File: config.mk
export PLATFORM = sky130hd
export DESIGN_NAME = policy_queue_port
export DESIGN_NICKNAME = d
export VERILOG_FILES = /design/src/rtl/core/pqp_pkg.sv /design/src/rtl/core/pqp_cell.sv /design/src/rtl/core/pqp_chain.sv /design/src/rtl/core/policy_queue_port.sv
export VERILOG_INCLUDE_DIRS = /design/src /design/src/rtl/core
export SDC_FILE = /design/constraint.sdc
export NUM_CORES = 1
export LEC_CHECK = 0
export BUFFER_PORTS_ARGS = -buffer_cell sky130_fd_sc_hd__buf_2
export CAP_MARGIN = 20
export CORE_MARGIN = 4
export CORE_UTILIZATION = 35
export CTS_CLUSTER_DIAMETER = 100
export DETAILED_ROUTE_END_ITERATION = 8
export GPL_TIMING_DRIVEN = 0
export MAX_ROUTING_LAYER = met4
export PLACE_DENSITY = 0.59
export SYNTH_ARGS = -nofsm -noshare
export SYNTH_HDL_FRONTEND = slang
export SYNTH_SLANG_ARGS = --single-unit
File: constraint.sdc
create_clock -name clk_i -period 7.81 [get_ports clk_i]
set_input_delay 1.1715 -clock clk_i [delete_from_list [all_inputs] [get_ports clk_i]]
set_output_delay 1.1715 -clock clk_i [all_outputs]
set_load 0.05 [all_outputs]
File: src/rtl/core/policy_queue_port_defines.svh
// Assertion macros for the policy queue port.
`ifndef POLICY_QUEUE_PORT_DEFINES_SVH
`define POLICY_QUEUE_PORT_DEFINES_SVH

`ifndef SYNTHESIS

`define PQP_ASSERT_CLK(lbl, clk, rstn, prop, msg) \
  lbl: assert property (@(posedge clk) disable iff (!rstn) prop) else $error(msg);

`define PQP_ASSERT(lbl, prop, msg) \
  `PQP_ASSERT_CLK(lbl, clk_i, rst_ni, prop, msg)

`else

`define PQP_ASSERT_CLK(lbl, clk, rstn, prop, msg)

`define PQP_ASSERT(lbl, prop, msg)

`endif

`endif

File: src/rtl/core/pqp_pkg.sv
`timescale 1ns / 1ps

package pqp_pkg;

  localparam int DEPTH_DEF      = 16;
  localparam int DATA_WIDTH_DEF = 32;

  localparam int LIMIT_W    = 5;
  localparam int CFG_IDX_W  = 2;
  localparam int CFG_DATA_W = 5;
  localparam int USER_IN_W  = 3;

  typedef enum logic [1:0] {
    MODE_PUSH  = 2'd0,
    MODE_PEEK  = 2'd1,
    MODE_POP   = 2'd2,
    MODE_CLEAR = 2'd3
  } mode_e;

  typedef enum logic [1:0] {
    ST_OK    = 2'd0,
    ST_BAD   = 2'd1,
    ST_EMPTY = 2'd2,
    ST_FULL  = 2'd3
  } status_e;

  typedef enum logic [1:0] {
    POL_UFIFO = 2'd0,
    POL_BFIFO = 2'd1,
    POL_LIFO  = 2'd2,
    POL_LAST  = 2'd3
  } policy_e;

  localparam logic [CFG_IDX_W-1:0] CFG_POLICY = 2'd0;
  localparam logic [CFG_IDX_W-1:0] CFG_LIMIT  = 2'd1;

  localparam policy_e             POLICY_RESET = POL_BFIFO;
  localparam logic [LIMIT_W-1:0]  LIMIT_RESET  = 5'd16;

  // broadcast to every cell of the chain
  typedef struct packed {
    logic shift;   // take the word of the upper neighbor
    logic wr_en;   // selected cell loads the write word
  } pqp_ctl_t;

endpackage

File: src/rtl/core/pqp_cell.sv
`timescale 1ns / 1ps

module pqp_cell import pqp_pkg::*; #(
  parameter int DW = DATA_WIDTH_DEF
) (
  input  logic          clk_i,
  input  pqp_ctl_t      ctl_i,
  input  logic          wr_sel_i,
  input  logic [DW-1:0] wr_data_i,
  input  logic [DW-1:0] up_data_i,
  output logic [DW-1:0] data_o
);

  logic [DW-1:0] data_q, data_d;

  always_comb begin
    data_d = data_q;
    if (ctl_i.wr_en && wr_sel_i) begin
      data_d = wr_data_i;
    end else if (ctl_i.shift) begin
      data_d = up_data_i;
    end
  end

  always_ff @(posedge clk_i) begin
    data_q <= data_d;
  end

  assign data_o = data_q;

endmodule

File: src/rtl/core/pqp_chain.sv
`timescale 1ns / 1ps

module pqp_chain import pqp_pkg::*; #(
  parameter int DEPTH = DEPTH_DEF,
  parameter int DW    = DATA_WIDTH_DEF,
  localparam int IW   = $clog2(DEPTH)
) (
  input  logic          clk_i,
  input  pqp_ctl_t      ctl_i,
  input  logic [IW-1:0] wr_idx_i,
  input  logic [DW-1:0] wr_data_i,
  input  logic [IW-1:0] rd_idx_i,
  output logic [DW-1:0] rd_data_o
);

  // cell 0 holds the oldest word
  logic [DW-1:0] cell_data [DEPTH];

  for (genvar i = 0; i < DEPTH; i++) begin : g_cell
    logic [DW-1:0] up_data;
    if (i == DEPTH - 1) begin : g_top
      assign up_data = '0;
    end else begin : g_mid
      assign up_data = cell_data[i+1];
    end

    pqp_cell #(
      .DW(DW)
    ) u_cell (
      .clk_i    (clk_i),
      .ctl_i    (ctl_i),
      .wr_sel_i (wr_idx_i == IW'(i)),
      .wr_data_i(wr_data_i),
      .up_data_i(up_data),
      .data_o   (cell_data[i])
    );
  end

  always_comb begin
    rd_data_o = '0;
    for (int i = 0; i < DEPTH; i++) begin
      if (rd_idx_i == IW'(i)) begin
        rd_data_o = rd_data_o | cell_data[i];
      end
    end
  end

endmodule

File: src/rtl/core/policy_queue_port.sv
`timescale 1ns / 1ps
// channel   dir  handshake                  payload
// s_axis    in   s_axis_tvalid/tready       tdata payload, tuser mode + payload_valid
// m_axis    out  m_axis_tvalid/tready       tdata read_data + fill_count, tuser status
// cfg       in   cfg_valid_i/cfg_ready_o    cfg_index_i, cfg_data_i
//
// One word per cycle unless stalled: each command is decoded and applied to the cell
// chain in the cycle it is accepted, and its result lands in the output register.
// A stalled output register holds s_axis_tready low until it is taken.
// rst_ni clears the count, the policy (bounded FIFO) and the limit (16).
// Config writes are always taken; cfg_ready_o is tied high.

`include "policy_queue_port_defines.svh"

module policy_queue_port import pqp_pkg::*; #(
  parameter int DEPTH      = DEPTH_DEF,
  parameter int DATA_WIDTH = DATA_WIDTH_DEF,
  localparam int CW        = $clog2(DEPTH + 1),
  localparam int IDW       = ((DATA_WIDTH + 7) / 8) * 8,
  localparam int ODW       = ((DATA_WIDTH + CW + 7) / 8) * 8
) (
  input  logic                  clk_i,
  input  logic                  rst_ni,

  input  logic                  s_axis_tvalid,
  output logic                  s_axis_tready,
  input  logic [IDW-1:0]        s_axis_tdata,  // payload
  input  logic [USER_IN_W-1:0]  s_axis_tuser,  // mode [1:0], payload_valid [2]

  output logic                  m_axis_tvalid,
  input  logic                  m_axis_tready,
  output logic [ODW-1:0]        m_axis_tdata,  // read_data, fill_count
  output logic [1:0]            m_axis_tuser,  // status

  input  logic                  cfg_valid_i,
  output logic                  cfg_ready_o,
  input  logic [CFG_IDX_W-1:0]  cfg_index_i,
  input  logic [CFG_DATA_W-1:0] cfg_data_i
);

  localparam int IW = $clog2(DEPTH);
  localparam int LW = (CW > LIMIT_W) ? CW : LIMIT_W;

  policy_e               policy_q;
  logic [LIMIT_W-1:0]    limit_q;
  logic [CW-1:0]         count_q, count_d;

  logic                  out_valid_q;
  status_e               out_status_q, status_d;
  logic [DATA_WIDTH-1:0] out_data_q, rd_d;
  logic [CW-1:0]         out_count_q;

  logic                  in_acc;
  mode_e                 mode;
  logic                  pay_valid;
  logic [DATA_WIDTH-1:0] payload;
  logic [LW-1:0]         lim_eff, cnt_ext;
  logic [CW-1:0]         cnt_m1;

  pqp_ctl_t              ctl;
  logic [IW-1:0]         wr_idx, rd_idx;
  logic [DATA_WIDTH-1:0] rd_word;

  assign cfg_ready_o   = 1'b1;
  assign s_axis_tready = !out_valid_q || m_axis_tready;
  assign in_acc        = s_axis_tvalid && s_axis_tready;

  assign mode      = mode_e'(s_axis_tuser[1:0]);
  assign pay_valid = s_axis_tuser[2];
  assign payload   = s_axis_tdata[DATA_WIDTH-1:0];

  assign cnt_ext = LW'(count_q);
  assign cnt_m1  = count_q - CW'(1);

  always_comb begin
    lim_eff = LW'(limit_q);
    if (limit_q == '0) begin
      lim_eff = LW'(1);
    end else if (LW'(limit_q) > LW'(DEPTH)) begin
      lim_eff = LW'(DEPTH);
    end
  end

  assign rd_idx = (policy_q == POL_LIFO) ? cnt_m1[IW-1:0] : '0;

  always_comb begin
    count_d   = count_q;
    status_d  = ST_OK;
    rd_d      = '0;
    ctl.shift = 1'b0;
    ctl.wr_en = 1'b0;
    wr_idx    = count_q[IW-1:0];
    case (mode)
      MODE_PUSH: begin
        if (!pay_valid) begin
          status_d = ST_BAD;
        end else begin
          case (policy_q)
            POL_BFIFO: begin
              ctl.wr_en = 1'b1;
              if (cnt_ext >= lim_eff) begin
                ctl.shift = 1'b1;
                wr_idx    = cnt_m1[IW-1:0];
              end else begin
                count_d = count_q + CW'(1);
              end
            end
            POL_LAST: begin
              ctl.wr_en = 1'b1;
              wr_idx    = '0;
              count_d   = CW'(1);
            end
            default: begin
              if (count_q == CW'(DEPTH)) begin
                status_d = ST_FULL;
              end else begin
                ctl.wr_en = 1'b1;
                count_d   = count_q + CW'(1);
              end
            end
          endcase
        end
      end
      MODE_PEEK, MODE_POP: begin
        if (count_q == '0) begin
          status_d = ST_EMPTY;
        end else begin
          rd_d = rd_word;
          if (mode == MODE_POP) begin
            count_d   = cnt_m1;
            ctl.shift = (policy_q != POL_LIFO);
          end
        end
      end
      MODE_CLEAR: begin
        count_d = '0;
      end
      default: begin
        count_d = count_q;
      end
    endcase
    if (!in_acc) begin
      count_d   = count_q;
      ctl.shift = 1'b0;
      ctl.wr_en = 1'b0;
    end
  end

  pqp_chain #(
    .DEPTH(DEPTH),
    .DW   (DATA_WIDTH)
  ) u_chain (
    .clk_i    (clk_i),
    .ctl_i    (ctl),
    .wr_idx_i (wr_idx),
    .wr_data_i(payload),
    .rd_idx_i (rd_idx),
    .rd_data_o(rd_word)
  );

  always_ff @(posedge clk_i or negedge rst_ni) begin
    if (!rst_ni) begin
      policy_q    <= POLICY_RESET;
      limit_q     <= LIMIT_RESET;
      count_q     <= '0;
      out_valid_q <= 1'b0;
    end else begin
      if (cfg_valid_i && cfg_ready_o) begin
        if (cfg_index_i == CFG_POLICY) begin
          policy_q <= policy_e'(cfg_data_i[1:0]);
        end else if (cfg_index_i == CFG_LIMIT) begin
          limit_q <= cfg_data_i[LIMIT_W-1:0];
        end
      end
      count_q <= count_d;
      if (in_acc) begin
        out_valid_q <= 1'b1;
      end else if (m_axis_tready) begin
        out_valid_q <= 1'b0;
      end
    end
  end

  always_ff @(posedge clk_i) begin
    if (in_acc) begin
      out_status_q <= status_d;
      out_data_q   <= rd_d;
      out_count_q  <= count_d;
    end
  end

  assign m_axis_tvalid = out_valid_q;
  assign m_axis_tuser  = out_status_q;
  assign m_axis_tdata  = ODW'({out_count_q, out_data_q});

  `PQP_ASSERT(a_count_bound, count_q <= CW'(DEPTH), "fill count above depth")
  `PQP_ASSERT(a_clear_empties, (in_acc && mode == MODE_CLEAR) |=> (count_q == '0), "clear left words")
  `PQP_ASSERT(a_last_one, (in_acc && mode == MODE_PUSH && pay_valid && policy_q == POL_LAST) |=> (count_q == CW'(1)), "keep-last count not one")
  `PQP_ASSERT(a_result_shown, in_acc |=> m_axis_tvalid, "accepted word gave no result")

endmodule

# == Yosys cells after proc, flatten, opt, wreduce, memory -nomap -nowiden ==
# Cells that the tools add are included.
# classes
magnitude_cmp,2
n_reduce_logical,47
addsub,2
n_mux,80
bitwise_logic,17
n_eq_ne,39
# ops
operator,count
$mux 32,48
$or 32x32->32,15
$eq 4x4->1 const B,16
$mux 5,8
$reduce_bool 2->1,17
$eq 4x3->1 const B,8
$logic_and 1x1->1,17
$eq 4x2->1 const B,4
$mux 4,4
$pmux 5 s3,1
$mux 2,6
$logic_not 5->1,2
$pmux 5 s2,1
$mux 1,9
$eq 2x2->1 const B,4
$eq 4x1->1 const B,2
$logic_not 4->1,2
$pmux 4 s2,1
$eq 2x1->1 const B,3
$reduce_or 2->1,3
$add 5x1->5 const B,1
$eq 5x5->1 const B,1
$ge 5x5->1,1
$gt 5x5->1 const B,1
10 further kinds,12
# word_totals
out_inout_bits,45
input_bits,47
register_bits,564

# == Depth between registers and ports, before layout ==
# depth
ltp_word,34
ltp_mapped,14

# == By module ==
# From an unflattened synthesis, not the netlist that was laid out.
# hier_totals
cells_unflattened,2073
area_unflattened_um2,31262.5
# by_module_without_submodules
mod,instances,area_per_inst_um2,cells_per_inst,seq_area_each_um2
pqp_cell,16,1476.4,69,960.9
pqp_chain,1,4847.1,709,0.0
policy_queue_port,1,2792.7,260,1498.9

# == Worst setup path after synthesis ==
# No wires, ideal clock.
# synth_path
path_kind,input -> register
start,input port m_axis_tready
end,"register u_chain.g_cell[6].u_cell.data_q[0], enable pin"
path_buffers,0
setup_ns,0.466
required_time_ns,7.344
t_arrival_ns,5.404
path_slack_ns,1.940
cell_stages,6
cell_sequence,nand2b_1 > nand2_1 > inv_2 > nand4_2 > o21bai_4 > o21ai_0
# synth_via
elab_chain_len,5
# synth_lines
element,line,rtl
from (decl),policy_queue_port.sv:31,"input logic m_axis_tready,"
$logic_or 1x1->1 (*),policy_queue_port.sv:65,assign s_axis_tready = !out_valid_q || m_axis_tready;
$logic_and 1x1->1 (*),policy_queue_port.sv:66,assign in_acc = s_axis_tvalid && s_axis_tready;
via in_acc,policy_queue_port.sv:53,logic in_acc;
$mux 2 (*),policy_queue_port.sv:142,if (!in_acc) begin
$logic_and 1x1->1,pqp_cell.sv:18,if (ctl_i.wr_en && wr_sel_i) begin
$reduce_bool 2->1 (no line) (*),-,
to (signal assigned),pqp_cell.sv:26,data_q <= data_d;
to (decl),pqp_cell.sv:14,"logic [DW-1:0] data_q, data_d;"
# The timed path passes the listed nets; every way through them passes the cells marked *.
# A chain may end at the register's enable or synchronous reset.

# == Final worst setup path ==
# layout_path
start,"register count_q[0], in the netlist cnt_ext[0]"
end,register out_data_q[25] (data pin)
# layout_via
elab_chain_len,34
word_cells_on_any_way,51
# layout_lines
element,line,rtl
from (decl),policy_queue_port.sv:46,"logic [CW-1:0] count_q, count_d;"
from (signal assigned),policy_queue_port.sv:175,count_q <= count_d;
$sub 5x1->5,policy_queue_port.sv:73,assign cnt_m1 = count_q - CW'(1);
$mux 4,policy_queue_port.sv:84,assign rd_idx = (policy_q == POL_LIFO) ? cnt_m1[IW-1:0] : '0;
$logic_not 4->1,pqp_chain.sv:42,if (rd_idx_i == IW'(i)) begin
$mux 32,pqp_chain.sv:42,
$or 32x32->32,pqp_chain.sv:43,rd_data_o = rd_data_o | cell_data[i];
$mux 32,pqp_chain.sv:42,
$or 32x32->32,pqp_chain.sv:43,
$mux 32,pqp_chain.sv:42,
[18 not listed],-,
$or 32x32->32,pqp_chain.sv:43,
$mux 32,pqp_chain.sv:42,
$or 32x32->32,pqp_chain.sv:43,
$mux 32,pqp_chain.sv:42,
$or 32x32->32,pqp_chain.sv:43,
$mux 32,pqp_chain.sv:42,
$or 32x32->32,pqp_chain.sv:43,
$mux 32,pqp_chain.sv:42,
to (signal assigned),policy_queue_port.sv:187,out_data_q <= rd_d;
to (decl),policy_queue_port.sv:50,"logic [DATA_WIDTH-1:0] out_data_q, rd_d;"
# Parallel ways exist; a longest one is shown, timed or not.

==> results <==
- The type of origin of the critical path is a register.
- The overall routing resource usage is 26.7%.
- The DRC violation count after routing is 0.
- The routed wire length is 116000 µm.
- The most used flip-flop cell after synthesis is sky130_fd_sc_hd__edfxtp_1.
- The H-tree generated during clock tree synthesis spans 3 levels.
- The launch instance of the worst register-to-register path is cnt_ext[0]$_DFF_PN0_.
- The most numerous cell type found on the critical path is sky130_fd_sc_hd__buf_1.
- The capture point of the critical path is out_data_q[25]$_SDFFCE_PP0P_.
- The clock network latency to the later pin of the worst-skew pair is 0.62 ns.
- The worst-case setup slack after placement is 1.09 ns.
- For the pin with the worst max-slew slack, the measured transition is 1.35 ns.
- In the layout the commonest cells are sky130_fd_sc_hd__edfxtp_1 (551), sky130_fd_sc_hd__mux2_2 (513), sky130_fd_sc_hd__o22ai_1 (152).
- The final route contains 21400 vias.
- The number of maximum-capacitance violations is 0.
- The signal on the critical path passes through clkinv_1 > buf_1 > buf_8 > clkbuf_1 > buf_1 > ha_1 > xor2_1 > and2_1 > clkbuf_1 > buf_2 > buf_1 > o21ai_0 > a21oi_1.
- In this run the worst hold path is classified as in2async.
- In the routed layout, each cell is associated on average with a via count of 6.38.
- Each instance of the synthesized netlist takes up on average 14.3 µm².
- The final weighted congestion in routability-driven placement is 0.940.
- The total CTS buffers is 66.
- The flop and latch count out of synthesis is 564.
- The initial cell density of the core is 35.4%.
- Post-CTS repair changed the size of 0 cells.
- For this design the top-level I/O count stands at 92.
- The clock transition at the registers of the reported paths is 0.05 ns.
- During placement, the flow inserted port buffers numbering 87.
- The final number of hold-violating endpoints is 0.
- The delay contributed by the slowest stage of the critical path is 0.95 ns.
- The total count of max-transition violations in the final report is 0.
- The initial antenna violation count is 8.
- The height of the chip is 296 µm.
- The CTS tree is built.
- In the synthesized netlist, the number of instances is 2027.
- The final critical delay including setup and external delays is 7.28 ns.
- The largest net degree at the start of global routing is 33.
- The clock tree skew after final layout is 0.0342 ns.
- The total of endpoints with negative setup slack in the final report is 0.
- The worst relative slew slack is 10.3%.
- The depth of the worst register-to-register path is 13.
- The number of hold buffers added after CTS was 0.
- The global-route wire length before repair is 160000 µm.
- The tree is rooted in a sky130_fd_sc_hd__clkbuf_16.
- In the finished design, the share of the clock period the worst path needs comes to 93.2%.
- The count of flip-flops with a built-in enable after synthesis is 551.
- The worst endpoint data arrival time is 7.62 ns.
- The worst setup path is captured at a register.
- Setup slack on the worst reg-to-reg path comes out at 0.53 ns.
- The final setup slack of the worst path is 0.529 ns.
- Cells with a size suffix above 1 make up 38.8% of the layout.
- The post-synthesis sequential area ratio is 58.1%.
- The critical path class is reg2reg.
- The longest clock path from root to sink contains 3 buffers.
- In the final routed layout, each cell accounts on average for 34.7 µm.
- The floorplan step set the die width to 296 µm.
- The detailed placer's ending HPWL is 76500 µm.
- In this run the static leakage power is 11.1 nW.
- The launch point of the worst path is cnt_ext[0]$_DFF_PN0_.
- The residual antenna-violating net count after detailed routing is 0.
- In this run the critical register-to-register path is captured at out_data_q[25]$_SDFFCE_PP0P_.
- Among all stages on the critical path, the largest delay is contributed by sky130_fd_sc_hd__clkbuf_1.
- The run finished with clean final reports.
- The placeable core area is 0.0821 mm².
- The number of synthesis warnings is 0.
- The count of buffers added by post-CTS timing repair for setup is 0.
- The number of placement rows is 105.
- The worst hold slack across all endpoints is 0.451 ns.
- The first routing iteration left 3527 violations.
- The most frequent standard cell in the layout excluding fill and tap cells is sky130_fd_sc_hd__edfxtp_1.
- After global routing the overflow that remains totals 0.
- The synthesized netlist contains 73 unique library cells.
- In this run the worst path has a maximum fanout of 10.
- The clock drives 564 sinks.
- In this run the power density over the cells is 281 mW/mm².
- The number of global-route vias before repair is 20900.
- The layout overhead on the synthesized area is 16.3%.
- The fraction of synthesis flops using an asynchronous set or reset pin is 2.30%.
- The number of fill cells in the layout is 7465.
- Derived from the worst setup path, the maximum achievable clock frequency is 137 MHz.
- The floorplan step defined a die boundary enclosing 0.0876 mm².
- Before antenna repair, the detailed router went through 6 iterations.
- Setup repair after global routing left no endpoint under its margin.
- The mapped netlist covers 0.0290 mm².
- Data on the critical path is required at its endpoint by 8.15 ns.
- The count of nets after finishing is 2288.
- VDD sags by at most 193 µV.
-- per-layer routing --
layer  up-vias  global-route usage [%]  part of all wire, %
met5         -                       -                    0
li1       8489                       -                    -
met1     10800                    34.3                   38
met3       394                    7.66                   13
met2      1732                    38.7                   43
met4         0                    13.4                  6.0
-- layout make-up --
class | count | area (µm²) | share of cell area (%)
sequential | 564 | 16900 | 50.0
multi-input combinational | 1270 | 11300 | 33.5
clock buffer | 79 | 1730 | 5.13
tap | 1070 | 1340 | 3.96
timing repair buffer | 133 | 1270 | 3.76
buffer | 185 | 916 | 2.71
clock inverter | 33 | 279 | 0.826
inverter | 10 | 37.5 | 0.111
antenna | 7 | 17.5 | 0.0519
-- how the worst min path moves through the flow --
stage | from | to
after floorplan | limit_q[0]$_DFFE_PN0P_ | limit_q[0]$_DFFE_PN0P_
after global placement | limit_q[0]$_DFFE_PN0P_ | limit_q[0]$_DFFE_PN0P_
after detailed placement | limit_q[0]$_DFFE_PN0P_ | limit_q[0]$_DFFE_PN0P_
after CTS | rst_ni | cnt_ext[2]$_DFF_PN0_
after global routing | rst_ni | cnt_ext[4]$_DFF_PN0_
final | rst_ni | cnt_ext[1]$_DFF_PN0_
-- where the power goes --
group | leakage [nW] | internal [mW] | switching [mW]
clock network | 0.984 | 1.69 | 1.29
registers | 5.07 | 3.43 | 0.0529
logic | 5.06 | 0.892 | 2.13
-- synth_stat cells, types with 8 or more instances --
master,n,area share [%]
sky130_fd_sc_hd__o221ai_1,23,0.69
sky130_fd_sc_hd__nand3_1,8,0.14
sky130_fd_sc_hd__nand2_1,58,0.75
sky130_fd_sc_hd__edfxtp_1,551,57
sky130_fd_sc_hd__o22ai_1,152,3.3
sky130_fd_sc_hd__a21oi_1,118,2.0
sky130_fd_sc_hd__nor2_1,32,0.41
sky130_fd_sc_hd__buf_6,12,0.47
sky130_fd_sc_hd__mux2_4,30,1.6
sky130_fd_sc_hd__clkbuf_1,99,1.3
sky130_fd_sc_hd__o211ai_1,31,0.80
sky130_fd_sc_hd__ha_1,11,0.47
sky130_fd_sc_hd__nor3_1,11,0.19
sky130_fd_sc_hd__mux4_2,11,0.85
sky130_fd_sc_hd__buf_2,30,0.52
sky130_fd_sc_hd__a22oi_1,47,1.2
sky130_fd_sc_hd__mux2_2,513,20
sky130_fd_sc_hd__o21ai_0,19,0.33
sky130_fd_sc_hd__and2_1,43,0.93
sky130_fd_sc_hd__dfrtp_1,11,0.95
sky130_fd_sc_hd__a221oi_1,8,0.24
sky130_fd_sc_hd__mux2i_1,46,1.6
sky130_fd_sc_hd__buf_4,25,0.65
sky130_fd_sc_hd__mux2_1,15,0.58
sky130_fd_sc_hd__buf_1,19,0.25
-- sequential cells by signal (all words and copies together), names as in the netlist --
signal and count:
out_data_q 32, cnt_ext 5, out_count_q 5, m_axis_tuser 2
u_chain.g_cell.u_cell.data_o 512, policy_q 2, limit_q 5, m_axis_tvalid 1
-- critical path, delay by kind of cell, from the launching register on --
kind / cells / cell delay, ns
adder cells (fa/ha/maj): 1 / 0.41
flip-flops: 1 / 0.48
AO/OA/AOI/OAI: 2 / 0.78
buffers and inverters: 8 / 4.39
AND/OR/NAND/NOR: 1 / 0.22
XOR/XNOR: 1 / 0.68
-- stage by stage --
step | instances | utilization (%) | TNS (ns) | power, mW | area, µm²
after global routing | 3350 | 41.1 | 0 | 9.67 | 33800
after detailed placement | 3227 | 38.6 | 0 | 6.41 | 31700
final | 3351 | 41.1 | 0 | 9.49 | 33800
after global placement | 3186 | 37.5 | -823.60 | 6.27 | 30800
after floorplan | 2029 | - | 0 | 5.07 | 29000
after CTS | 3339 | 41.1 | 0 | 9.39 | 33700
-- cells by family after synthesis --
| kind of cell | synth area share, % |
|---|---|
| xor+xnor | 0.121 |
| compound gates | 10.1 |
| other cells | 0.0259 |
| fa+ha+maj | 0.474 |
| mux | 24.5 |
| simple gates | 3.43 |
| buf+inv | 3.28 |
| flops | 58.1 |
(Power assumes the default switching activity.)
